### src/kidw_pkg.sv
`timescale 1ns / 1ps
`default_nettype none
// ---------------------------------------------------------------------------
// kidw_pkg
// shared types and constants for the inverse distance weighting block
// ---------------------------------------------------------------------------
package kidw_pkg;

  localparam int CoordW = 20;
  localparam int DistW  = 42;
  localparam int SqrtW  = 32;   // isqrt of a value below 2^62
  localparam int RelW   = 32;   // q1.31 relative weight
  localparam int SumW   = 37;   // sum of up to 16 relative weights
  localparam int WgtW   = 17;

  localparam logic [0:0] OpLoad  = 1'b0;
  localparam logic [0:0] OpQuery = 1'b1;

  localparam logic [1:0] CfgMaxInf = 2'd0;
  localparam logic [1:0] CfgMode   = 2'd1;
  localparam logic [1:0] CfgCount  = 2'd2;

  localparam logic [1:0] ModeOffset = 2'd0;
  localparam logic [1:0] ModeSmooth = 2'd1;
  localparam logic [1:0] ModeRigid  = 2'd2;

  // request sent from the scan engine to the iterative divider
  typedef struct packed {
    logic             start;
    logic [62:0]      num;
    logic [SumW-1:0]  den;
  } div_req_t;

  typedef struct packed {
    logic             done;
    logic [62:0]      quo;
  } div_rsp_t;

endpackage
`default_nettype wire

### src/kidw_div.sv
`timescale 1ns / 1ps
`default_nettype none
// ---------------------------------------------------------------------------
// kidw_div
// restoring divider, one quotient bit per cycle, 63-bit numerator
// ---------------------------------------------------------------------------
module kidw_div (
  input  wire logic               clk,
  input  wire logic               rst_n,
  input  wire kidw_pkg::div_req_t req,
  output kidw_pkg::div_rsp_t      rsp
);
  import kidw_pkg::*;

  logic [62:0]     quo_r, quo_nxt;
  logic [SumW:0]   rem_r, rem_nxt;
  logic [SumW-1:0] den_r;
  logic [5:0]      cnt_r, cnt_nxt;
  logic            busy_r, busy_nxt, done_r, done_nxt;
  logic [SumW:0]   trial;

  always_comb begin
    quo_nxt  = quo_r;
    rem_nxt  = rem_r;
    cnt_nxt  = cnt_r;
    busy_nxt = busy_r;
    done_nxt = 1'b0;
    trial    = {rem_r[SumW-1:0], quo_r[62]};
    if (req.start) begin
      quo_nxt  = req.num;
      rem_nxt  = '0;
      cnt_nxt  = 6'd62;
      busy_nxt = 1'b1;
    end else if (busy_r) begin
      if (trial >= {1'b0, den_r}) begin
        rem_nxt = trial - {1'b0, den_r};
        quo_nxt = {quo_r[61:0], 1'b1};
      end else begin
        rem_nxt = trial;
        quo_nxt = {quo_r[61:0], 1'b0};
      end
      if (cnt_r == 6'd0) begin
        busy_nxt = 1'b0;
        done_nxt = 1'b1;
      end else begin
        cnt_nxt = cnt_r - 6'd1;
      end
    end
  end

  always_ff @(posedge clk) begin
    if (!rst_n) begin
      busy_r <= 1'b0;
      done_r <= 1'b0;
      cnt_r  <= '0;
    end else begin
      busy_r <= busy_nxt;
      done_r <= done_nxt;
      cnt_r  <= cnt_nxt;
    end
    quo_r <= quo_nxt;
    rem_r <= rem_nxt;
    if (req.start) den_r <= req.den;
  end

  assign rsp.done = done_r;
  assign rsp.quo  = quo_r;
endmodule
`default_nettype wire

### config.mk
export PLATFORM = sky130hd
export DESIGN_NAME = kidw_div
export DESIGN_NICKNAME = d
export VERILOG_FILES = /design/src/kidw_pkg.sv /design/src/kidw_div.sv
export SDC_FILE = /design/constraint.sdc
export NUM_CORES = 1
export LEC_CHECK = 0
export ABC_AREA = 1
export BUFFER_PORTS_ARGS = -buffer_cell sky130_fd_sc_hd__buf_2
export CAP_MARGIN = 20
export CORE_ASPECT_RATIO = 0.7
export CORE_MARGIN = 2
export CORE_UTILIZATION = 55
export DETAILED_ROUTE_END_ITERATION = 8
export PLACE_DENSITY = 0.8
export SYNTH_ARGS = -nofsm -noshare
export SYNTH_HDL_FRONTEND = slang
export SYNTH_SLANG_ARGS = --single-unit
### constraint.sdc
create_clock -name clk -period 4.5 [get_ports clk]
set_input_delay 0.675 -clock clk [delete_from_list [all_inputs] [get_ports clk]]
set_output_delay 0.675 -clock clk [all_outputs]
set_load 0.1 [all_outputs]
After elaboration in Yosys (flattened, before gate mapping)

Cells that the tools add are included.

Input port bits: 103
Register bits: 145
Logic and storage cells: 31
Output and inout port bits: 64

Add/sub/neg operators: 2
Bitwise operators: 3
Mux-type cells: 11
Order comparisons: 1
Reductions and logical operators: 6
Equal/unequal tests: 1

Operators by type and width:

| kind                                                               | number |
|---|---|
| 63-bit two-way mux                                                 | 2 |
| 38-bit by 37-bit greater-or-equal comparator with 1-bit output     | 1 |
| 37-bit two-way mux                                                 | 1 |
| 37-bit subtractor                                                  | 1 |
| 6-bit two-way mux                                                  | 3 |
| 6-bit zero test                                                    | 1 |
| 6-bit by 1-bit subtractor with 6-bit output, second input constant | 1 |
| 1-bit two-way mux                                                  | 5 |
| 2-bit AND reduction                                                | 2 |
| 1-bit NOT                                                          | 3 |
| 3-bit OR reduction                                                 | 1 |
| 2-bit inequality test, second input constant                       | 1 |
| 2-bit nonzero test                                                 | 1 |
| 2-bit OR reduction                                                 | 1 |

Depth between registers and ports, before layout

Gate-level depths: netlist (run 1).

Word-level depth: 4
Mapped depth: 19
Gate-level depth less buffers: 18

Least setup slack after synthesis (run 1)

Ideal clock, no wire load.

Path kind: input to register
Start: input port req[100] (netlist bit)
End: register quo_r[0] (enable)
Data arrival time: 3.039 ns
Cell stages on the path: 4
Buffers on the path: 2
Path slack: 1.008 ns
Required time: 4.048 ns
Library setup time: 0.452 ns
Cell sequence: clkbuf_1 nor2_1 inv_1 clkbuf_1

Cells in the longest elaborated chain, start to end: 1

RTL lines:

| item                         | RTL line       | source |
|---|---|---|
| start, declared              | kidw_div.sv:10 | `input wire kidw_pkg::div_req_t req,` |
| 2-bit nonzero test (no line) | -              |  |
| end signal, assigned         | kidw_div.sv:61 | `quo_r <= quo_nxt;` |
| end, declared                | kidw_div.sv:15 | `logic [62:0] quo_r, quo_nxt;` |

Every way passes these cells.
A chain may end at the register's enable or synchronous reset.

Worst setup path after layout (run 1)

Start: register quo_r[62]
End: register rem_r[9]

Cells in the longest elaborated chain, start to end: 2
Elaborated cells on any way between the ends: 3
Those cells by class: add/sub (1); order compare (1); mux (1)

RTL lines:

| item                                                                                                | RTL line                       | source |
|---|---|---|
| 37-bit subtractor or 38-bit by 37-bit greater-or-equal comparator with 1-bit output (tied branches) | kidw_div.sv:36, kidw_div.sv:35 |  |
| 37-bit two-way mux (*)                                                                              | kidw_div.sv:35                 | `if (trial >= {1'b0, den_r}) begin` |
| end signal, assigned                                                                                | kidw_div.sv:62                 | `rem_r <= rem_nxt;` |
| end, declared                                                                                       | kidw_div.sv:16                 | `logic [SumW:0] rem_r, rem_nxt;` |

Mark *: on every way between the ends. The rest lies on a longest branch, timed or not.

==> results of run 1 <==
[synthesized netlist by cell type]
master    number
a21o_1         3
a21oi_1       30
a31oi_1        4
and2_0         1
and2_1         1
buf_1          4
buf_2          6
buf_4          4
buf_6          4
clkbuf_1      15
dfxtp_1       45
edfxtp_1     100
fa_1           1
ha_1          39
inv_1        180
inv_2          5
nand2_1      504
nand2_2       10
nand2_4        2
nand3_1       87
nand3b_1      21
nand4_1        5
nor2_1        60
nor2_2         3
nor3_1        11
nor3_2         3
nor4_1         1
o211ai_1       1
o21a_1         1
o21ai_0       18
o21ai_1       12
o21bai_1       2
o31ai_1        1
or2_2          1
xnor2_1       19
xor2_1         1
[through the flow]
stage | std cells | setup WS, ps | cell area (um2) | hold WS (ps) | utilization [%]
after global placement | 1543 | 1672 | 9758 | 439.2 | 62.76
after global routing | 1575 | 1138 | 10350 | 406.3 | 66.59
after detailed placement | 1543 | 1473 | 9758 | 457.8 | 62.76
after CTS | 1575 | 1452 | 10350 | 400.7 | 66.59
final | 1575 | 1391 | 10350 | 416.0 | 66.59
after floorplan | 1205 | 1008 | 8798 | 428.4 | -
[critical path: cells and delay by family, from the launching register on]
kind / cells / cell delay [ps]
adders and majority gates: 2 / 560
and+or+nand+nor: 12 / 1750
buffers and inverters: 2 / 170
DFF: 1 / 400
AOI/OAI and AO/OA: 1 / 100
[flip-flops by register name, indices dropped and copies added (netlist names)]
signal  cells
busy_r      1
cnt_r       6
den_r      37
done_r      1
quo_r      63
rem_r      37
[worst max path at each step]
stage / slack (ps) / cells after the start / end
after floorplan: 1010 / 4 / quo_r[0]
after global placement: 1670 / 17 / rem_r[33]
after detailed placement: 1470 / 17 / rem_r[16]
after CTS: 1450 / 17 / rem_r[17]
after global routing: 1140 / 17 / rem_r[3]
final: 1390 / 17 / rem_r[9]
[cell families (layout without fill, tap and decap cells)]
kind of cell             Yosys count  after routing
AO/OA/AOI/OAI                     72             72
adder cells (fa/ha/maj)           40             40
XOR/XNOR                          20             20
flip-flops                       145            145
AND/OR/NAND/NOR                  710            710
buffers and inverters            218            388
[power breakdown]
group / internal [mW] / switching [mW] / total [mW] / leakage [nW]
Sequential: 1.54 / 0.0458 / 1.59 / 1.37
Combinational: 0.164 / 0.684 / 0.848 / 3.85
Clock: 0.790 / 0.629 / 1.42 / 0.287
[per-layer routing]
metal | vias up | GRT usage [%] | wire (um) | part of all wire (%)
met5 | - | 0 | 0 | 0
met4 | 0 | 7.077 | 265 | 1.1
met3 | 22 | 7.016 | 2100 | 9.0
met2 | 331 | 40.98 | 9755 | 42
met1 | 3696 | 41.23 | 11210 | 48
li1 | 4098 | - | - | -
[final cells by class]
class                   instances  area, um2  area share (%)
flip-flops and latches        145       3904           37.71
clock buffers                  17      425.4           4.109
well taps                     200      250.2           2.417
repair buffers                171      883.3           8.533
multi-input cells             842       4026           38.89
clock inverters                15      168.9           1.632
inverters                     185      694.4           6.708
==> run metrics, run 1 <==
Synth Area in XOR/XNOR 1.991%; post-synthesis adder-cell area fraction 5.774%; Post-Synthesis Cells 1205; Ports 167; cell row count 38; Synth Area per Inst approximately 7.3 um2; setup bufs post-CTS 0; Slew HR 40.23%; Iter 0 DRT Violations roughly 750; final weighted congestion in routability-driven placement ~1; top cells by area, synth edfxtp_1 34%, nand2_1 22%, dfxtp_1 10%; DR vias roughly 8.1k; H-tree depth 4; DRT Wirelength 23.33 mm; WHS Endpoint den_r[3]; Die ar. ~0.017 mm2; Mapped Nets roughly 1.3k; Setup crit start kind flop; Worst Setup End Kind flop; area share of and/or/nand/nor cells after synthesis 33.59%; Routed Antenna Nets 0; reg2reg path depth 17; HP Class input port to flop; outcome completed; via count of the first global-routing pass 7592; most frequent cells in the layout 504 x nand2_1, 179 x inv_1, 165 x buf_2, 100 x edfxtp_1, 87 x nand3_1; Crit Path Max Fanout 40; critical path class flop to flop; commonest non-fill, non-tap cell in the layout nand2_1; Netlist cell types 36; Final Setup Violations 0; diode count 0; post-synthesis compound-gate area fraction 4.380%; Max Fclk 0.3217 GHz; clock period minus worst slack ~3100 ps; chip height 109.8 um; DRC 0; Setup TNS 0 ps; core area 0.01555 mm2; # port buffers 166; share of the synthesized area in the top cell type 34.13%; Yosys top cell by area edfxtp_1; fill count approximately 1.3k; Ys Warns 0; Static Leak 5.515 nW; largest family of logic cells by synthesized area simple AND/OR/NAND/NOR gates; min-delay src req[3]; root buf cell clkbuf_16; first-pass GRT wire length 37.29 mm; fin. max-slew vios 0; Critical R2R Launch quo_r[62]; drt wl/cell 14.81 um; Peak VDD IR around 0.29 mV; total CTS buffers 17; HPWL after DPL 17.06 mm; mux cell area share after synthesis 0%; Overflow after GRT 0; Req. time, crit path about 4900 ps; Worst Path Arrival 3460 ps; skew final 11.71 ps; post-cts hold buffer count 0; post-synthesis sequential area ratio 44.37%; critical path cell sequence inv_1 -> ha_1 -> inv_1 -> fa_1 -> nand2_1 -> nand2_1 -> nand3_1 -> nand2_2 -> nand2_1 -> nand2_2 -> nand2_2 -> nand2_2 -> nand2_4 -> nand2_4 -> nand2_1 -> nand3_1 -> o21ai_1; layout cells sized above 1 around 17%; Clock Tree Buf Depth 2; Layout area overhead 17.66%; initial antenna violation count 0; hold path depth 1; CTS tree yes; Initial Util 56.59%; RSZ-0062 raised after global routing no; Post-Syn Area 0.008798 mm2; Final Hold Fails 0; post-cts sizing count 0; worst slew pin tran 896.5 ps; total power 3.852 mW; Final #Nets 1505; GRT Util Overall 27.90%; CTS clk-pin slew, worst paths 70 ps; worst-skew pair later-pin latency 430 ps; flop-to-flop setup slack 1390 ps; largest net degree at the start of global routing slightly above 80; Max Cap Viol 0; FF+latch count, synth 145; vias per cell 5.173; Worst path max stage delay 420 ps; CP max stage cell nand2_4; first drt pass iteration count 5; Worst Setup SP quo_r[62]; PD cells 372.1 mW/mm2; clock sink total 145; Tcrit/Tclk final 69.08%; die width ~160 um; Critical R2R Capture rem_r[9]
No activity file was read; power rests on OpenSTA's default activity.
==> run 2: changes to the inputs <==
Settings changed: ABC_AREA 1 to 0, PLACE_DENSITY 0.8 to 0.81.
Clock period 4.5 ns to 3.2 ns, I/O delays scaled along.
==> run 2 against run 1 <==
  * Non-clock buffer count increased by 17
  * Critical endpoint is now rem_r[18]
  * Sequential cell count unchanged
  * Maximum frequency rose by 2.4%
  * Synthesized area shrank 9.7%
  * Clock power is 44% higher
  * Critical path depth decreased by 2
  * Largest power group unchanged
==> run metrics, run 2 <==
outcome completed; Yosys top cell by area edfxtp_1; first-pass GRT wire length 30.79 mm (-17%); largest family of logic cells by synthesized area compound AO/OA/AOI/OAI gates; total CTS buffers 17 (unchanged); DRC 0 (unchanged); Max Cap Viol 0 (unchanged); final setup margin 164.6 ps (-1227 ps); most frequent cells in the layout 165 x buf_2, 100 x edfxtp_1, 62 x mux2_2, 62 x nor2_1, 56 x a21oi_1; worst-skew pair later-pin latency 430 ps (about the same); H-tree depth 4 (unchanged); Critical R2R Capture rem_r[18]; final weighted congestion in routability-driven placement 0.9560 (-4.8%); post-synthesis sequential area ratio 49.12% (+4.7 points); Final #Nets 1047 (-30%); Final Hold Fails 0 (unchanged); Seq pwr share 38.7% (-2.5 points); die width 147.7 um (-4.8%); DRT Wirelength 19.32 mm (-17%); Critical R2R Launch quo_r[62]; Overflow after GRT 0 (unchanged); Initial Util 56.73% (+0.14 points); chip height 104.6 um (-4.8%); HPWL after DPL 14.03 mm (-18%); worst slew pin tran 802.6 ps (-93.96 ps); Synth Area per Inst 10.83 um2 (+48%); Setup crit start kind flop; diode count 0 (unchanged); Largest regs quo_r x63, den_r x37, rem_r x37; critical path class flop to flop; fin. max-slew vios 0 (unchanged); cell-internal power 3.762 mW (+51%); cell row count 36 (-5.3%); CTS tree yes; async set-reset flop share out of synthesis 0% (unchanged); CTS clk-pin slew, worst paths 70 ps (about the same); post-cts hold buffer count 0 (unchanged); reg2reg path depth 15 (-2); Switching Share 36.48% (+1.2 points); commonest non-fill, non-tap cell in the layout buf_2; post-synthesis compound-gate area fraction 16.51% (+12 points); Routed Antenna Nets 0 (unchanged); core area 0.01401 mm2 (-9.9%); FF+latch count, synth 145 (unchanged); initial antenna violation count 0 (unchanged); ys flop type edfxtp_1; max reg flops 63 (unchanged); Largest Register quo_r; Comb pwr share 26.9% (+4.9 points); Clock Tree Buf Depth 2 (unchanged); count leader, synth edfxtp_1; Iter 0 DRT Violations 569 (-24%); Peak VDD IR 0.4417 mV (+54%); Final Setup Violations 0 (unchanged); Tcrit/Tclk final 94.85% (+26 points); drt wl/cell 17.46 um (+18%); GRT Util Overall 25.11% (-2.8 points); top cells by area, synth edfxtp_1 38%, dfxtp_1 11%, mux2_2 8.8%; Post-Synthesis Cells 734 (-39%); Ys Warns 0 (unchanged); Worst Setup SP quo_r[62]; post-synthesis adder-cell area fraction 6.392% (+0.62 points); flop-to-flop setup slack 160 ps (-1230 ps); clock period minus worst slack 3035 ps (-73.46 ps); Req. time, crit path 3540 ps (-1310 ps); Die ar. 0.01544 mm2 (-9.4%); layout cells sized above 1 32.82% (+16 points); Static Leak 4.177 nW (-24%); Post-Syn Area 0.007948 mm2 (-9.7%); Crit Path Max Fanout 26 (-35%); Synth Area in XOR/XNOR 3.967% (+2.0 points); Clock Power Share 34.5% (-2.3 points); Worst Path Arrival 3380 ps (-80 ps); Netlist cell types 65 (+81%); DR vias 6419 (-21%); fill count 1024 (-24%); Layout area overhead 21.84%; area share of and/or/nand/nor cells after synthesis 9.792% (-24 points); Mapped Nets 877 (-35%); mux cell area share after synthesis 9.792% (+9.8 points); Synth top cells by count 100 x edfxtp_1, 62 x mux2_2, 62 x nor2_1; DP Worst Slack 169.0 ps (-1304 ps); Worst Setup End Kind flop; # port buffers 166 (unchanged); Max Fclk 0.3295 GHz (+2.4%); first drt pass iteration count 5 (unchanged); Net Sw Power 2.161 mW (+59%); total power 5.922 mW (+54%); Slew HR 46.50% (+6.3 points); Post-synth EDFFs 100 (unchanged); skew final 11.20 ps (-0.5122 ps); via count of the first global-routing pass 6084 (-20%); share of the synthesized area in the top cell type 37.78% (+3.7 points); PD cells 611.6 mW/mm2 (+64%); largest net degree at the start of global routing 64 (-21%); root buf cell clkbuf_16; vias per cell 5.799 (+12%); RSZ-0062 raised after global routing yes; Critical Path Sink rem_r[18]; clock sink total 145 (unchanged); Ports 167 (unchanged); HP Class input port to flop
## run 2: what timing repair did
item                                    in CTS  in global routing
endpoints found under the setup margin       0                 11
buffers inserted                             0                  0
resized for setup                            0                  4
## run 2: worst min-delay path by stage
stage	from	to	cells after the start
6_report	req[1]	den_r[1]	1
3_5_place_dp	rem_r[25]	rem_r[25]	2
5_1_grt	req[3]	den_r[3]	1
2_1_floorplan	rem_r[24]	rem_r[24]	2
3_3_place_gp	rem_r[4]	rem_r[4]	2
4_1_cts	req[10]	den_r[10]	1
## run 2: stage by stage
stage	instance area, um2	hold slack (ps)	utilization, %	cells	setup TNS, ps
3_3_place_gp	9044	491.9	64.56	1075	0
6_report	9683	224.7	69.12	1107	0
4_1_cts	9659	214.0	68.95	1107	0
2_1_floorplan	7955	464.0	-	734	-74.89
5_1_grt	9683	210.3	69.12	1107	-14.56
3_5_place_dp	9044	500.5	64.56	1075	0
## run 2: routing by layer
layer | GRT usage (%) | up-vias | share of wire (%)
met5 | 0 | - | 0
met4 | 7.349 | 0 | 1.9
met3 | 6.114 | 34 | 7.2
met2 | 37.64 | 267 | 45
met1 | 36.24 | 3059 | 46
li1 | - | 3059 | -
## run 2: cell type report
cell class	instances	area, um2	share of cell area, %
clock inverter	15	190.2	1.964
tap	190	237.7	2.455
inverter	48	180.2	1.861
clock buffer	17	425.4	4.393
timing repair buffer	188	1023	10.57
multi-input combinational	504	3721	38.43
sequential	145	3905	40.33
## run 2: cells by family (layout without fill, tap and decap cells)
kind of cell,count (synthesis),in the layout
AOI/OAI and AO/OA,191,191
and+or+nand+nor,167,167
xor gates and xnor gates,36,36
adders and majority gates,40,40
muxes,70,70
DFF,145,145
buffers and inverters,85,268
## run 2: power by group through the flow
stage	Combinational (mW)	Clock, mW	Sequential, mW
after floorplan	0.640	0	2.92
after global placement	1.55	0	2.32
after detailed placement	1.56	0	2.32
after CTS	1.57	2.07	2.29
after global routing	1.69	2.14	2.31
final	1.59	2.04	2.29
## run 2: worst max-delay path: stages (launching register included)
cell and delay (ps):
edfxtp_1 420, inv_1 80, ha_2 170, inv_2 40, fa_2 390, a211oi_2 270, nor2_4 70, o22ai_4 240
o21ai_4 120, a21oi_4 200, o211a_1 200, buf_12 190, buf_4 180, nand2_1 70, o211a_1 130, nor3_1 180
==> run 3: changes to the inputs <==
Settings changed: ABC_AREA 0 to 1, PLACE_DENSITY 0.81 to 0.8.
==> run 3 against run 2 <==
  * Clock skew grew 4.7 ps
  * Clock power fell by 3%
  * Clock-buffer cell count is the same
  * Utilization is 2.4 points lower
  * Power is 9.2% lower
  * Routed wire length grew 20%
  * Non-clock buffer count fell by 12
  * Global-route usage increased by 2.3 points
==> run metrics, run 3 (same netlist as run 1, synthesis figures left out) <==
total CTS buffers 17 (unchanged); Crit Path Max Fanout 36 (+38%); H-tree depth 4 (unchanged); CTS clk-pin slew, worst paths 70 ps (about the same); skew final 15.87 ps (+4.669 ps); via count of the first global-routing pass 7276 (+20%); hold slack 218.9 ps (-5.846 ps); worst-skew pair later-pin latency 430 ps (about the same); Layout area overhead 17.89%; Tcrit/Tclk final 91.09% (-3.8 points); Setup TNS 0 ps (unchanged); Static Leak 5.531 nW (+32%); HPWL after DPL 16.82 mm (+20%); HP Class input port to flop; max reg flops 63 (unchanged); Die ar. 0.01704 mm2 (+10%); delay-heaviest family, CP simple AND/OR/NAND/NOR gates; PD cells 518.6 mW/mm2 (-15%); GRT Util Overall 27.43% (+2.3 points); # port buffers 166 (unchanged); Final #Nets 1510 (+44%); most frequent cells in the layout 504 x nand2_1, 179 x inv_1, 165 x buf_2, 100 x edfxtp_1, 87 x nand3_1; first-pass GRT wire length 36.43 mm (+18%); outcome completed; core area 0.01555 mm2 (+11%); cell row count 38 (+5.6%); Worst Path Arrival 3260 ps (-120 ps); Largest Register quo_r; Req. time, crit path 3550 ps (about the same); largest net degree at the start of global routing 67 (+4.7%); fin. max-slew vios 0 (unchanged); diode count 0 (unchanged); worst slew pin tran 760.7 ps (-41.88 ps); DRC 0 (unchanged); Peak VDD IR 0.3862 mV (-13%); Final Hold Fails 0 (unchanged); post-cts hold buffer count 0 (unchanged); drt wl/cell 14.68 um (-16%); RSZ-0062 raised after global routing no; CTS tree yes; Final Setup Violations 0 (unchanged); Clock Tree Buf Depth 2 (unchanged); die width 155.2 um (+5.1%); DRT Wirelength 23.19 mm (+20%); Iter 0 DRT Violations 625 (+9.8%); clock sink total 145 (unchanged); Routed Antenna Nets 0 (unchanged); CP max stage cell fa_1; DP Area 0.009783 mm2 (+8.2%); Overflow after GRT 0 (unchanged); Initial Util 56.59% (-0.14 points); post-cts sizing count 0 (unchanged); DR vias 8201 (+28%); commonest non-fill, non-tap cell in the layout nand2_1; clock period minus worst slack 2915 ps (-120.5 ps); setup bufs post-CTS 0 (unchanged); Worst path max stage delay 400 ps (-20 ps); fin util 66.72% (-2.4 points); Max Cap Viol 0 (unchanged); Bufs and invs on worst path 2 (-2); DP Worst Slack 353.9 ps (+184.9 ps); Slew HR 49.29% (+2.8 points); final weighted congestion in routability-driven placement 1.004 (+5.0%); initial antenna violation count 0 (unchanged); first drt pass iteration count 5 (unchanged); Worst Setup End Kind flop; vias per cell 5.191 (-10%); critical path cell sequence inv_1 -> ha_1 -> inv_1 -> fa_1 -> nand2_1 -> nand2_1 -> nand3_1 -> nand2_2 -> nand2_1 -> nand2_2 -> nand2_2 -> nand2_2 -> nand2_4 -> nand2_4 -> nand2_1 -> nand3_1 -> o21ai_0; critical path class flop to flop; Largest regs quo_r x63, den_r x37, rem_r x37; root buf cell clkbuf_16; Max Fclk 0.3431 GHz (+4.1%); Setup crit start kind flop; post-route cell area 0.01037 mm2 (+7.1%); fill count 1318 (+29%); chip height 109.8 um (+5.0%); final setup margin 285.2 ps (+120.5 ps); Ports 167 (unchanged); layout cells sized above 1 16.96% (-16 points)
## run 3: changes by cell type in the layout (fill, tap and decap cells not counted), sizes merged, moves of 6 or more
cell / before / now
a211oi: 27 / 0
nand3b: 0 / 21
mux2: 62 / 0
xor2: 18 / 1
a21oi: 58 / 30
nor2b: 6 / 0
mux2i: 8 / 0
o21a: 13 / 1
nand2: 38 / 516
buf: 188 / 176
a21o: 17 / 3
nand3: 12 / 87
inv: 55 / 194
## run 3: worst reg2reg max path, stage by stage (launching register included)
cell and delay, ps:
edfxtp_1 390, inv_1 90, ha_1 140, inv_1 70, fa_1 400, nand2_1 80
nand2_1 110, nand3_1 120, nand2_2 80, nand2_1 90, nand2_2 90, nand2_2 100
nand2_2 80, nand2_4 280, nand2_4 360, nand2_1 170, nand3_1 80, o21ai_0 100
## run 3: final timing paths
check        slack [ps]  cells past startpoint        end      start
max                 290                     17   rem_r[2]  quo_r[62]
min                 220                      1   den_r[2]     req[2]
max reg2reg         290                     17   rem_r[2]  quo_r[62]
min reg2reg         480                      2  rem_r[34]  rem_r[34]
## run 3: metal layers
layer,track usage [%],wire length [um],vias up
li1,-,-,4106
met5,0,0,-
met3,6.740,2302,28
met1,41.03,10920,3720
met2,40.00,9706,347
met4,6.553,262,0
## run 3: power breakdown
group / total, mW / switching (mW) / internal [mW]
registers: 2.23 / 0.0627 / 2.16
clock network: 1.97 / 0.919 / 1.05
logic: 1.19 / 0.958 / 0.229
## run 3: through the flow
step           instances  power (mW)
4_1_cts             1580       5.408
2_1_floorplan       1205       3.195
3_3_place_gp        1548       3.432
5_1_grt             1580       5.574
6_report            1580       5.379
3_5_place_dp        1548       3.444
## run 3: final cells by class
type	instances	area (um2)	share of cell area [%]
Tap cell	200	250.2	2.413
Timing Repair Buffer	176	908.4	8.758
Clock inverter	15	163.9	1.580
Clock buffer	17	425.4	4.101
Inverter	185	694.4	6.695
Sequential cell	145	3904	37.64
Multi-Input combinational cell	842	4026	38.82
