==> src/kidw_pkg.sv <==
`timescale 1ns / 1ps
`default_nettype none
// ---------------------------------------------------------------------------
// kidw_pkg
// shared types and constants for the inverse distance weighting block
// ---------------------------------------------------------------------------
package kidw_pkg;

  localparam int CoordW = 20;
  localparam int DistW  = 42;
  localparam int SqrtW  = 32;   // isqrt of a value below 2^62
  localparam int RelW   = 32;   // q1.31 relative weight
  localparam int SumW   = 37;   // sum of up to 16 relative weights
  localparam int WgtW   = 17;

  localparam logic [0:0] OpLoad  = 1'b0;
  localparam logic [0:0] OpQuery = 1'b1;

  localparam logic [1:0] CfgMaxInf = 2'd0;
  localparam logic [1:0] CfgMode   = 2'd1;
  localparam logic [1:0] CfgCount  = 2'd2;

  localparam logic [1:0] ModeOffset = 2'd0;
  localparam logic [1:0] ModeSmooth = 2'd1;
  localparam logic [1:0] ModeRigid  = 2'd2;

  // request sent from the scan engine to the iterative divider
  typedef struct packed {
    logic             start;
    logic [62:0]      num;
    logic [SumW-1:0]  den;
  } div_req_t;

  typedef struct packed {
    logic             done;
    logic [62:0]      quo;
  } div_rsp_t;

endpackage
`default_nettype wire

==> src/kidw_sqrt.sv <==
`timescale 1ns / 1ps
`default_nettype none
// ---------------------------------------------------------------------------
// kidw_sqrt
// bit-pair integer square root of a 62-bit value, one result bit per cycle
// ---------------------------------------------------------------------------
module kidw_sqrt (
  input  wire logic        clk,
  input  wire logic        rst_n,
  input  wire logic        start,
  input  wire logic [61:0] val,
  output logic             done,
  output logic [31:0]      root
);
  import kidw_pkg::*;

  logic [61:0] v_r, v_nxt;
  logic [31:0] r_r, r_nxt;
  logic [33:0] rem_r, rem_nxt;
  logic [4:0]  cnt_r, cnt_nxt;
  logic        busy_r, busy_nxt, done_r, done_nxt;
  logic [33:0] trial, test;

  always_comb begin
    v_nxt    = v_r;
    r_nxt    = r_r;
    rem_nxt  = rem_r;
    cnt_nxt  = cnt_r;
    busy_nxt = busy_r;
    done_nxt = 1'b0;
    trial    = {rem_r[31:0], v_r[61:60]};
    test     = {r_r, 2'b01};
    if (start) begin
      v_nxt    = val;
      r_nxt    = '0;
      rem_nxt  = '0;
      cnt_nxt  = 5'd30;
      busy_nxt = 1'b1;
    end else if (busy_r) begin
      v_nxt = {v_r[59:0], 2'b00};
      if (trial >= test) begin
        rem_nxt = trial - test;
        r_nxt   = {r_r[30:0], 1'b1};
      end else begin
        rem_nxt = trial;
        r_nxt   = {r_r[30:0], 1'b0};
      end
      if (cnt_r == 5'd0) begin
        busy_nxt = 1'b0;
        done_nxt = 1'b1;
      end else begin
        cnt_nxt = cnt_r - 5'd1;
      end
    end
  end

  always_ff @(posedge clk) begin
    if (!rst_n) begin
      busy_r <= 1'b0;
      done_r <= 1'b0;
      cnt_r  <= '0;
    end else begin
      busy_r <= busy_nxt;
      done_r <= done_nxt;
      cnt_r  <= cnt_nxt;
    end
    v_r   <= v_nxt;
    r_r   <= r_nxt;
    rem_r <= rem_nxt;
  end

  assign done = done_r;
  assign root = r_r;
endmodule
`default_nettype wire
==> config.mk <==
export PLATFORM = sky130hd
export DESIGN_NAME = kidw_sqrt
export DESIGN_NICKNAME = d
export VERILOG_FILES = /design/src/kidw_pkg.sv /design/src/kidw_sqrt.sv
export SDC_FILE = /design/constraint.sdc
export NUM_CORES = 1
export LEC_CHECK = 0
export BUFFER_PORTS_ARGS = -buffer_cell sky130_fd_sc_hd__buf_4
export CORE_MARGIN = 5
export CORE_UTILIZATION = 50
export DETAILED_ROUTE_END_ITERATION = 10
export GPL_ROUTABILITY_DRIVEN = 0
export PLACE_DENSITY = 0.73
export SLEW_MARGIN = 0
export SYNTH_ARGS = -nofsm -noshare
export SYNTH_HDL_FRONTEND = slang
export SYNTH_SLANG_ARGS = --single-unit
==> constraint.sdc <==
create_clock -name clk -period 2.5 [get_ports clk]
set_clock_uncertainty 0.1 [all_clocks]
set_input_delay 0.25 -clock clk [delete_from_list [all_inputs] [get_ports clk]]
set_output_delay 0.25 -clock clk [all_outputs]
set_load 0.005 [all_outputs]
# [Word-level counts from Yosys, hierarchy flattened]
# Cells that the tools add are included.
[word_totals] in_bits=65 rom_bits=0 mem_count=0 register_bits=133 word_cells=31 latch_bits=0 out_inout_bits=33 mem_bits_rw=0
[classes] magnitude_cmp=1 div=0 n_reduce_logical=6 eq_ne=1 n_shift=0 add_sub_neg=2 bitwise=3 n_mux=11 multipliers=0
[ops] cell="$mux 62" n=2
[ops] cell="$ge 34x34->1" n=1
[ops] cell="$mux 32" n=1
[ops] cell="$sub 32x32->32" n=1
[ops] cell="$mux 5" n=3
[ops] cell="$logic_not 5->1" n=1
[ops] cell="$mux 1" n=5
[ops] cell="$sub 5x1->5 const B" n=1
[ops] cell="$reduce_and 2->1" n=2
[ops] cell="$not 1->1" n=3
[ops] cell="$reduce_or 3->1" n=1
[ops] cell="$ne 2x2->1 const B" n=1
[ops] cell="$reduce_bool 2->1" n=1
[ops] cell="$reduce_or 2->1" n=1

# [Logic depth before layout (Yosys ltp)]
# Gate-level depths: netlist of run 1.
[depth] depth_word=4 ltp_mapped=12 mapped_depth_nobuf=10

# [Worst setup path before layout of run 1]
# No wires, ideal clock.
[synth_path] path_kind="register to register" start="register busy_r" end="register v_r[0], enable pin" period_less_slack_ps=2520 path_stages_with_launch=4 setup_ps=416 arrival_time_ps=2004 t_required_ps=1984 path_buffers=1 path_slack_ps=-20 path_cell_list="dfxtp_1 clkbuf_1 nor2_1 inv_1"
[synth_between] elab_chain_cells=1
[synth_lines] element="start: declaration" line_no="kidw_sqrt.sv:21" rtl="logic busy_r, busy_nxt, done_r, done_nxt;"
[synth_lines] element="start signal: assignment" line_no="kidw_sqrt.sv:63" rtl="busy_r <= busy_nxt;"
[synth_lines] element="$reduce_bool 2->1 (no line)"
[synth_lines] element="end signal: assignment" line_no="kidw_sqrt.sv:67" rtl="v_r <= v_nxt;"
[synth_lines] element="end: declaration" line_no="kidw_sqrt.sv:17" rtl="logic [61:0] v_r, v_nxt;"
# Every way passes these cells.
# A chain may end at the register's enable or synchronous reset.

# [Worst setup path in the final report of run 1]
[layout_path] start="register r_r[1], in the netlist root[1]" end="register rem_r[28]"
[layout_between] elab_chain_cells=2 word_cells_on_any_way=3 cone_classes="add/sub (1); order compare (1); mux (1)"
[layout_lines] element="start: declaration" line_no="kidw_sqrt.sv:18" rtl="logic [31:0] r_r, r_nxt;"
[layout_lines] element="start signal: assignment" line_no="kidw_sqrt.sv:68" rtl="r_r <= r_nxt;"
[layout_lines] element="$sub 32x32->32 or $ge 34x34->1 (tied branches)" line_no="kidw_sqrt.sv:42, kidw_sqrt.sv:41"
[layout_lines] element="$mux 32 (*)" line_no="kidw_sqrt.sv:41" rtl="if (trial >= test) begin"
[layout_lines] element="end signal: assignment" line_no="kidw_sqrt.sv:69" rtl="rem_r <= rem_nxt;"
[layout_lines] element="end: declaration" line_no="kidw_sqrt.sv:19" rtl="logic [33:0] rem_r, rem_nxt;"
# Every way passes the cells marked *; elsewhere a longest branch is shown, timed or not.

==> impl_metrics.env, run 1 <==
export IMPL_critPathKind="register to register"
export IMPL_synth_largest_area_cell="edfxtp_1"
export IMPL_maxCapViolCount=0
export IMPL_start_util=0.513
export IMPL_crit_buf_inv=1
export IMPL_syn_area_per_cell_um2=10.3
export IMPL_dieHeight_um=132
export IMPL_synthTopCellsByArea="edfxtp_1 (25%), dfxtp_1 (19%), mux2_2 (9.0%), ha_1 (5.8%), mux2i_1 (4.4%)"
export IMPL_max_slew_margin=0.608
export IMPL_slew_violations=0
export IMPL_p_switching_mw=5.21
export IMPL_synth_warnings=0
export IMPL_crit_chain="inv_1, ha_2, nand2_1, o21bai_2, a21boi_4, o21ba_4, o21ai_2, o211a_1, o41ai_4, a311oi_1"
export IMPL_synth_edf_count=62
export IMPL_numClockSinks=133
export IMPL_postRouteWirelength_um=20500
export IMPL_worstHoldPathType="input pin to register"
export IMPL_drive_gt1_frac=0.481
export IMPL_peakVddDrop_mv=1.00
export IMPL_grtUsageTotal=0.210
export IMPL_drt_iter0_drc=475
export IMPL_synth_nets=826
export IMPL_grt_pass1_wl_um=30800
export IMPL_yosysSeqAreaShare=0.438
export IMPL_total_power_mw=12.9
export IMPL_outcome="finished, violations left"
export IMPL_p_int_mw=7.70
export IMPL_synth_cells=726
export IMPL_vias=6505
export IMPL_yosysUniqueCellTypes=71
export IMPL_antenna_found_initial=0
export IMPL_yosysMostFrequentCell="nor2_1"
export IMPL_async_flop_share=0
export IMPL_post_dp_hpwl_um=12600
export IMPL_core_area_um2=14600
export IMPL_cp_data_arrival_time_ns=2.72
export IMPL_crit_required_ns=2.68
export IMPL_rows=44
export IMPL_worst_slack_ns=-0.0465
export IMPL_endpoint_kind="register"
export IMPL_io_buffers=97
export IMPL_ys_top_cells_by_count="nor2_1 (78), dfxtp_1 (71), nand2_1 (63), edfxtp_1 (62), mux2_2 (60)"
export IMPL_synth_top_area_frac=0.249
export IMPL_firstDrtPassIters=7
export IMPL_n_antenna_cell=0
export IMPL_placed_cells=1096
export IMPL_die_w_um=132
export IMPL_fin_cells=1152
export IMPL_dieArea_um2=17500
export IMPL_crit_path_top_delay_cell="ha_2"
export IMPL_whs_ns=0.0134
export IMPL_cp_max_fo=4
export IMPL_nets=1055
export IMPL_rsz0062_at_grt="yes"
export IMPL_p_per_area_nw_per_um2=1210
export IMPL_synth_ff_type="dfxtp_1"
export IMPL_via_per_inst=5.65
export IMPL_grt_remaining_overflow=0
export IMPL_io_pins=98
export IMPL_setup_viol=5
export IMPL_final_area_um2=10700
export IMPL_power_frac_comb=0.600
export IMPL_cts_tree="built"
export IMPL_clock_latency_ns=0.42
export IMPL_cts_buffers=17
export IMPL_final_antenna_net_count=0
export IMPL_p_sw_frac=0.403
export IMPL_crit_path_start_kind="register"
export IMPL_wire_per_inst_um=17.8
export IMPL_p_leak_nw=4.42
export IMPL_syn_cell_area_um2=7490
export IMPL_utilization=0.730
export IMPL_cts_max_level=4
export IMPL_p_clk_frac=0.186
export IMPL_p_seq_frac=0.214
export IMPL_post_route_period_util=1.02
export IMPL_grt_pass1_vias=6551
export IMPL_worst_slew_pin_slew_ns=0.588
export IMPL_clockBufferDepth=2
export IMPL_cts_root_buffer="clkbuf_16"
export IMPL_cpPeakStageDelay_ns=0.37
export IMPL_hold_viol=0
export IMPL_fin_crit_ns=2.55
export IMPL_path_delay_family="compound AO/OA/AOI/OAI gates"
export IMPL_clk_pin_slew_worst_paths_ns=0.06
export IMPL_area_growth_syn_to_layout_pct=42.2
export IMPL_drc_errors=0
export IMPL_ys_seq_elements=133
export IMPL_clock_fmax_mhz=393
export IMPL_grt_start_max_net_pins=90
export IMPL_fillers=962
export IMPL_violations="negative setup slack"
export IMPL_dpl_instance_area_um2=9280
## registers in the layout, summed over array words and instances, names as in the netlist
signal	flops
busy_r	1
cnt_r	5
done	1
rem_r	32
root	32
v_r	62
## cell type report
cell class / instances / area, um^2 / share of cell area
multi-input combinational: 511 / 4440 / 0.417
tap: 184 / 230 / 0.0216
sequential: 133 / 3300 / 0.310
inverter: 49 / 188 / 0.0176
clock buffer: 19 / 433 / 0.0406
timing repair buffer: 243 / 1930 / 0.181
clock inverter: 13 / 128 / 0.0120
## final timing paths
kind,startpoint,endpoint,slack (ns),depth (start not counted)
worst max-delay path,root[1],rem_r[28],-0.05,10
worst min-delay path,val[1],v_r[1],0.01,2
worst max register to register,root[1],rem_r[28],-0.05,10
worst min register to register,rem_r[30],rem_r[30],0.40,2
## layer usage
layer / share of wire / track usage
met1: 0.39 / 0.245
met2: 0.50 / 0.362
met3: 0.070 / 0.0615
met4: 0.033 / 0.0809
met5: 0 / 0
## power by group through the flow
| stage | Combinational, mW | Sequential [mW] | Clock (mW) |
|---|---|---|---|
| after CTS | 6.27 | 2.74 | 2.42 |
| after detailed placement | 5.58 | 2.76 | 0 |
| after floorplan | 3.79 | 2.73 | 0 |
| after global routing | 8.16 | 2.78 | 2.54 |
| final | 7.75 | 2.76 | 2.39 |
| after global placement | 5.45 | 2.75 | 0 |
## kinds of logic after synthesis
logic type,synth area share
AND/OR/NAND/NOR,0.125
AO/OA/AOI/OAI,0.162
flip-flops,0.438
multiplexers,0.136
buffers and inverters,0.0469
adder cells (fa/ha/maj),0.0585
XOR/XNOR,0.0327
## metrics by stage
stage	TNS, ns	setup slack (ns)
floorplan	0	0.000456
global placement	-3.97	-0.185
detailed placement	-6.04	-0.269
CTS	-0.00344	-0.00344
finish	-0.132	-0.0465
global route	-2.31	-0.149
## what timing repair did
action                     in CTS  in global routing
gates cloned                    2                  2
pin swaps                      22                 46
hold endpoints to repair        5                  0
setup endpoints to repair      33                 33
hold buffers                    1                  0
gates resized for setup        37                 96
buffers inserted                9                 12
## placed cells by master, fill, tap and decap left out, types with 6 or more instances in the layout
cell       instances
dfxtp_1           56
dfxtp_2           14
o21ai_2            7
xor2_1            12
o21a_1             9
a21o_1             8
nand2_2           12
mux2_2            60
a21oi_2           10
a21oi_4            6
nor2b_1            8
ha_1              15
o21ai_1            6
ha_4              17
nor2_1            72
xnor2_1           16
o21ai_0           13
nand2_1           50
a21oi_1           15
clkbuf_16         18
inv_1             43
nand3_1           10
nand4_1            9
buf_4            228
edfxtp_1          62
a311oi_2          17
buf_6              9
mux2i_1           33
Note: power is estimated with default switching activity, not from simulation.
==> run 2: changes to the inputs <==
CAP_MARGIN = 10   (was default)
CORE_UTILIZATION = 53   (was 50)
PLACE_DENSITY = 0.77   (was 0.73)
==> run 2 against run 1 <==
The flow still finishes with violations (negative setup slack). Wire length about the same. Utilization is 2.7 points higher. Die area down 5.2%. First-iteration DRC count increased by 28%. Flip-flop and latch count stayed put. Final cell count is 1.5% lower. Worst hold slack improved by 0.0032 ns. Sequential share of layout area is 0.53 points higher. Register-to-register slack worse by 0.03 ns.
==> impl_metrics.env, run 2 (same netlist as run 1, synthesis figures left out) <==
export IMPL_die_w_um=129
export IMPL_dieHeight_um=129
export IMPL_peakVddDrop_mv=0.948
export IMPL_cts_tree="built"
export IMPL_post_route_period_util=1.03
export IMPL_p_sw_frac=0.411
export IMPL_crit_path_top_delay_cell="dfxtp_1"
export IMPL_crit_required_ns=2.73
export IMPL_fillers=917
export IMPL_endpoint_kind="register"
export IMPL_whs_ns=0.0166
export IMPL_p_leak_nw=4.32
export IMPL_largest_register_ffs=62
export IMPL_clk_pin_slew_worst_paths_ns=0.07
export IMPL_cpPeakStageDelay_ns=0.34
export IMPL_p_switching_mw=5.10
export IMPL_outcome="finished, violations left"
export IMPL_grt_pass1_wl_um=33200
export IMPL_p_clk_frac=0.192
export IMPL_start_util=0.540
export IMPL_p_seq_frac=0.224
export IMPL_crit_chain="inv_1, ha_4, o21ai_4, a21oi_4, a31oi_4, nand3b_1, buf_4, o211ai_4, and2_4, nand2_2, a311oi_2"
export IMPL_area_growth_syn_to_layout_pct=40.3
export IMPL_core_area_um2=13900
export IMPL_drt_iter0_drc=610
export IMPL_r2r_start="root[12]"
export IMPL_p_per_area_nw_per_um2=1180
export IMPL_hold_depth=2
export IMPL_post_dp_hpwl_um=13200
export IMPL_cts_buffers=17
export IMPL_maxCapViolCount=0
export IMPL_p_int_mw=7.32
export IMPL_grt_pass1_vias=6829
export IMPL_postRouteWirelength_um=20500
export IMPL_io_pins=98
export IMPL_worst_slack_ns=-0.0751
export IMPL_dieArea_um2=16600
export IMPL_hold_viol=0
export IMPL_rr_worst_depth=11
export IMPL_violations="negative setup slack"
export IMPL_utilization=0.757
export IMPL_rows=43
export IMPL_grt_start_max_net_pins=66
export IMPL_worstHoldPathType="input pin to register"
export IMPL_cp_max_fo=8
export IMPL_drive_gt1_frac=0.483
export IMPL_power_frac_comb=0.584
export IMPL_firstDrtPassIters=6
export IMPL_critPathKind="register to register"
export IMPL_fin_crit_ns=2.58
export IMPL_clockBufferDepth=2
export IMPL_largest_register="v_r"
export IMPL_r2r_end="rem_r[29]"
export IMPL_antenna_found_initial=0
export IMPL_cp_data_arrival_time_ns=2.80
export IMPL_layout_common_cells="buf_4 (222), nor2_1 (72), edfxtp_1 (62)"
export IMPL_crit_path_start_kind="register"
export IMPL_final_antenna_net_count=0
export IMPL_clock_fmax_mhz=388
export IMPL_via_per_inst=5.80
export IMPL_vias=6579
export IMPL_path_delay_family="compound AO/OA/AOI/OAI gates"
export IMPL_io_buffers=97
export IMPL_grt_remaining_overflow=0
export IMPL_clock_latency_ns=0.43
export IMPL_setup_viol=16
export IMPL_max_slew_margin=0.595
export IMPL_nets=1042
export IMPL_crit_buf_inv=2
export IMPL_grtUsageTotal=0.248
export IMPL_hold_path_end="v_r[38]"
export IMPL_wire_per_inst_um=18.0
export IMPL_drc_errors=0
export IMPL_rsz0062_at_grt="yes"
export IMPL_rrSetupSlack_ns=-0.08
export IMPL_slew_violations=0
export IMPL_holdCritStartpoint="val[38]"
export IMPL_layout_commonest_cell="buf_4"
export IMPL_worst_slew_pin_slew_ns=0.607
export IMPL_cts_root_buffer="clkbuf_16"
export IMPL_n_antenna_cell=0
export IMPL_numClockSinks=133
export IMPL_cts_max_level=4
-- run 2: changes by cell type in the layout (fill, tap and decap cells not counted), sizes merged --
cell,previous run,this run
clkinv,7,2
dlygate4sd3,1,3
buf,241,227
inv,51,58
bufinv,1,0
clkinvlp,3,4
clkbuf,20,17
-- run 2: how the worst max path moves through the flow --
stage,cells after the start,end,from
finish,11,rem_r[29],root[12]
global route,11,rem_r[11],root[20]
CTS,11,rem_r[14],root[19]
detailed placement,10,rem_r[26],root[19]
global placement,10,rem_r[28],root[7]
floorplan,11,rem_r[7],root[19]
-- run 2: routing by layer --
| layer | vias up | GRT usage | part of all wire |
|---|---|---|---|
| li1 | 3066 | - | - |
| met4 | 0 | 0.117 | 0.042 |
| met5 | - | 0 | 0 |
| met1 | 3126 | 0.281 | 0.37 |
| met2 | 295 | 0.425 | 0.50 |
| met3 | 92 | 0.0801 | 0.082 |
-- run 2: power groups by stage --
| stage | clock (mW) | sequential, mW | combinational [mW] |
|---|---|---|---|
| after floorplan | 0 | 2.73 | 3.79 |
| after global placement | 0 | 2.75 | 5.28 |
| after detailed placement | 0 | 2.76 | 5.46 |
| after CTS | 2.42 | 2.76 | 6.40 |
| after global routing | 2.53 | 2.80 | 7.67 |
| final | 2.38 | 2.78 | 7.26 |
-- run 2: timing repair --
action,CTS,global route
gates cloned,3,0
pin swaps,39,42
hold endpoints to repair,7,0
setup buffers,11,4
hold buffers,3,0
gates resized for setup,76,57
endpoints found under the setup margin,33,33
-- run 2: cell type report --
cell class	instances	area [um^2]	area share
Clock buffer	17	425	0.0405
Clock inverter	15	133	0.0126
Inverter	49	188	0.0179
Multi-Input combinational cell	511	4430	0.422
Sequential cell	133	3310	0.315
Tap cell	180	225	0.0214
Timing Repair Buffer	230	1790	0.170
-- run 2: per-stage QoR --
step           total power [mW]  worst slack, ns  instance area, um^2  TNS, ns  cells
2_1_floorplan              6.51         0.000456                 7510        0    726
3_3_place_gp               8.03           -0.168                 9200    -2.11   1083
3_5_place_dp               8.23           -0.344                 9200    -7.57   1083
4_1_cts                    11.6          -0.0292                10200   -0.178   1131
5_1_grt                    13.0           -0.119                10500    -2.06   1135
6_report                   12.4          -0.0751                10500   -0.481   1135
==> run 3: changes to the inputs <==
CORE_UTILIZATION = 45   (was 53)
PLACE_DENSITY = default   (was 0.77)
clock period = 3.26 ns   (was 2.5 ns; I/O delays follow)
==> run 3 against run 2 <==
The run now ends clean. Sequential power decreased by 24%. Critical path depth decreased by 2. Register-to-register slack improved by 0.39 ns. Die area increased by 16%. Worst setup slack improved by 0.39 ns. Largest cell class unchanged.
==> impl_metrics.env, run 3 (same netlist as run 1, synthesis figures left out) <==
export IMPL_setup_viol=0
export IMPL_drive_gt1_frac=0.281
export IMPL_rr_worst_depth=9
export IMPL_cp_startpoint="root[5]"
export IMPL_endpoint="rem_r[7]"
export IMPL_drt_iter0_drc=333
export IMPL_maxCapViolCount=0
export IMPL_crit_path_top_delay_cell="mux2_1"
export IMPL_crit_chain="inv_1, ha_1, a21oi_1, o221ai_1, o21ba_4, o211ai_4, nand2_4, mux2_1, a22o_1"
export IMPL_io_buffers=97
export IMPL_slew_violations=0
export IMPL_endpoint_kind="register"
export IMPL_post_route_period_util=0.903
export IMPL_grtUsageTotal=0.175
export IMPL_grt_start_max_net_pins=44
export IMPL_peakVddDrop_mv=0.608
export IMPL_rrSetupSlack_ns=0.32
export IMPL_largest_register_ffs=62
export IMPL_critPathKind="register to register"
export IMPL_fin_crit_ns=2.94
export IMPL_cts_max_level=4
export IMPL_p_leak_nw=3.62
export IMPL_vias=5598
export IMPL_cp_max_fo=24
export IMPL_drc_errors=0
export IMPL_fillers=1491
export IMPL_grt_pass1_wl_um=28100
export IMPL_utilization=0.548
export IMPL_firstDrtPassIters=4
export IMPL_r2r_end="rem_r[7]"
export IMPL_clock_latency_ns=0.42
export IMPL_crit_path_start_kind="register"
export IMPL_postRouteWirelength_um=16600
export IMPL_rsz0062_at_grt="no"
export IMPL_n_antenna_cell=0
export IMPL_whs_ns=0.0565
export IMPL_cp_data_arrival_time_ns=3.16
export IMPL_cts_resized=0
export IMPL_rows=47
export IMPL_io_pins=98
export IMPL_core_area_um2=16500
export IMPL_clock_fmax_mhz=340
export IMPL_dieHeight_um=139
export IMPL_numClockSinks=133
export IMPL_crit_buf_inv=1
export IMPL_dieArea_um2=19300
export IMPL_cp_depth=9
export IMPL_r2r_start="root[5]"
export IMPL_hold_viol=0
export IMPL_cpPeakStageDelay_ns=0.39
export IMPL_p_int_mw=4.61
export IMPL_post_dp_hpwl_um=11900
export IMPL_final_antenna_net_count=0
export IMPL_area_growth_syn_to_layout_pct=20.5
export IMPL_post_cts_buffers=0
export IMPL_p_per_area_nw_per_um2=847
export IMPL_p_switching_mw=3.03
export IMPL_nets=915
export IMPL_p_clk_frac=0.263
export IMPL_clockBufferDepth=2
export IMPL_cts_tree="built"
export IMPL_outcome="finished clean"
export IMPL_max_slew_margin=0.633
export IMPL_layout_common_cells="buf_4 (105), nor2_1 (78), dfxtp_1 (70)"
export IMPL_power_frac_comb=0.461
export IMPL_cts_hold_buf=0
export IMPL_p_sw_frac=0.397
export IMPL_wire_per_inst_um=15.8
export IMPL_cts_buffers=17
export IMPL_largest_register="v_r"
export IMPL_hold_depth=2
export IMPL_grt_remaining_overflow=0
export IMPL_worstHoldPathType="input pin to register"
export IMPL_p_seq_frac=0.275
export IMPL_crit_required_ns=3.48
export IMPL_worst_slew_pin_slew_ns=0.550
export IMPL_layout_commonest_cell="buf_4"
export IMPL_clk_pin_slew_worst_paths_ns=0.06
export IMPL_cts_root_buffer="clkbuf_16"
export IMPL_antenna_found_initial=0
export IMPL_path_delay_family="compound AO/OA/AOI/OAI gates"
export IMPL_timing_setup_tns_ns=0
export IMPL_start_util=0.455
export IMPL_die_w_um=139
export IMPL_via_per_inst=5.34
export IMPL_grt_pass1_vias=5827
==> run 3: layout make-up <==
type | count | area, um^2 | share of cell area
inverter | 49 | 184 | 0.0204
tap | 220 | 275 | 0.0305
clock buffer | 18 | 429 | 0.0475
multi-input combinational | 508 | 3860 | 0.427
timing repair buffer | 106 | 808 | 0.0895
sequential | 133 | 3290 | 0.364
clock inverter | 14 | 190 | 0.0211
==> run 3: power groups by stage <==
stage / Sequential [mW] / Combinational [mW] / Clock (mW)
after floorplan: 2.09 / 2.90 / 0
after global placement: 2.14 / 3.43 / 0
after detailed placement: 2.14 / 3.49 / 0
after CTS: 2.11 / 3.52 / 2.07
after global routing: 2.13 / 3.91 / 2.14
final: 2.11 / 3.53 / 2.01
==> run 3: worst min-delay path by stage <==
stage,startpoint,end,slack (ns)
4_1_cts,rst_n,cnt_r[3],0.03
2_1_floorplan,rem_r[30],rem_r[30],0.34
6_report,rst_n,cnt_r[3],0.06
5_1_grt,rst_n,cnt_r[3],0.06
3_5_place_dp,rem_r[30],rem_r[30],0.38
3_3_place_gp,rem_r[30],rem_r[30],0.37
==> run 3: routing by layer <==
layer / part of all wire / global-route usage
met5: 0 / 0
met4: 0.022 / 0.0654
met3: 0.065 / 0.0607
met2: 0.47 / 0.289
met1: 0.44 / 0.213
==> run 3: metrics by stage <==
stage               cells  area [um^2]  power, mW  setup WS (ns)
global route         1048         9030       8.18         0.0348
floorplan             726         7490       4.99          0.740
CTS                  1048         9030       7.70          0.301
detailed placement   1016         8410       5.64          0.300
global placement     1016         8410       5.57          0.380
finish               1048         9030       7.65          0.316
==> run 3: worst reg2reg max path: cells and delay by family, from the launching register on <==
family | cells | cell delay, ns
fa+ha+maj | 1 | 0.37
buf+inv | 1 | 0.07
simple gates | 1 | 0.25
mux | 1 | 0.40
compound gates | 5 | 1.30
flops | 1 | 0.37
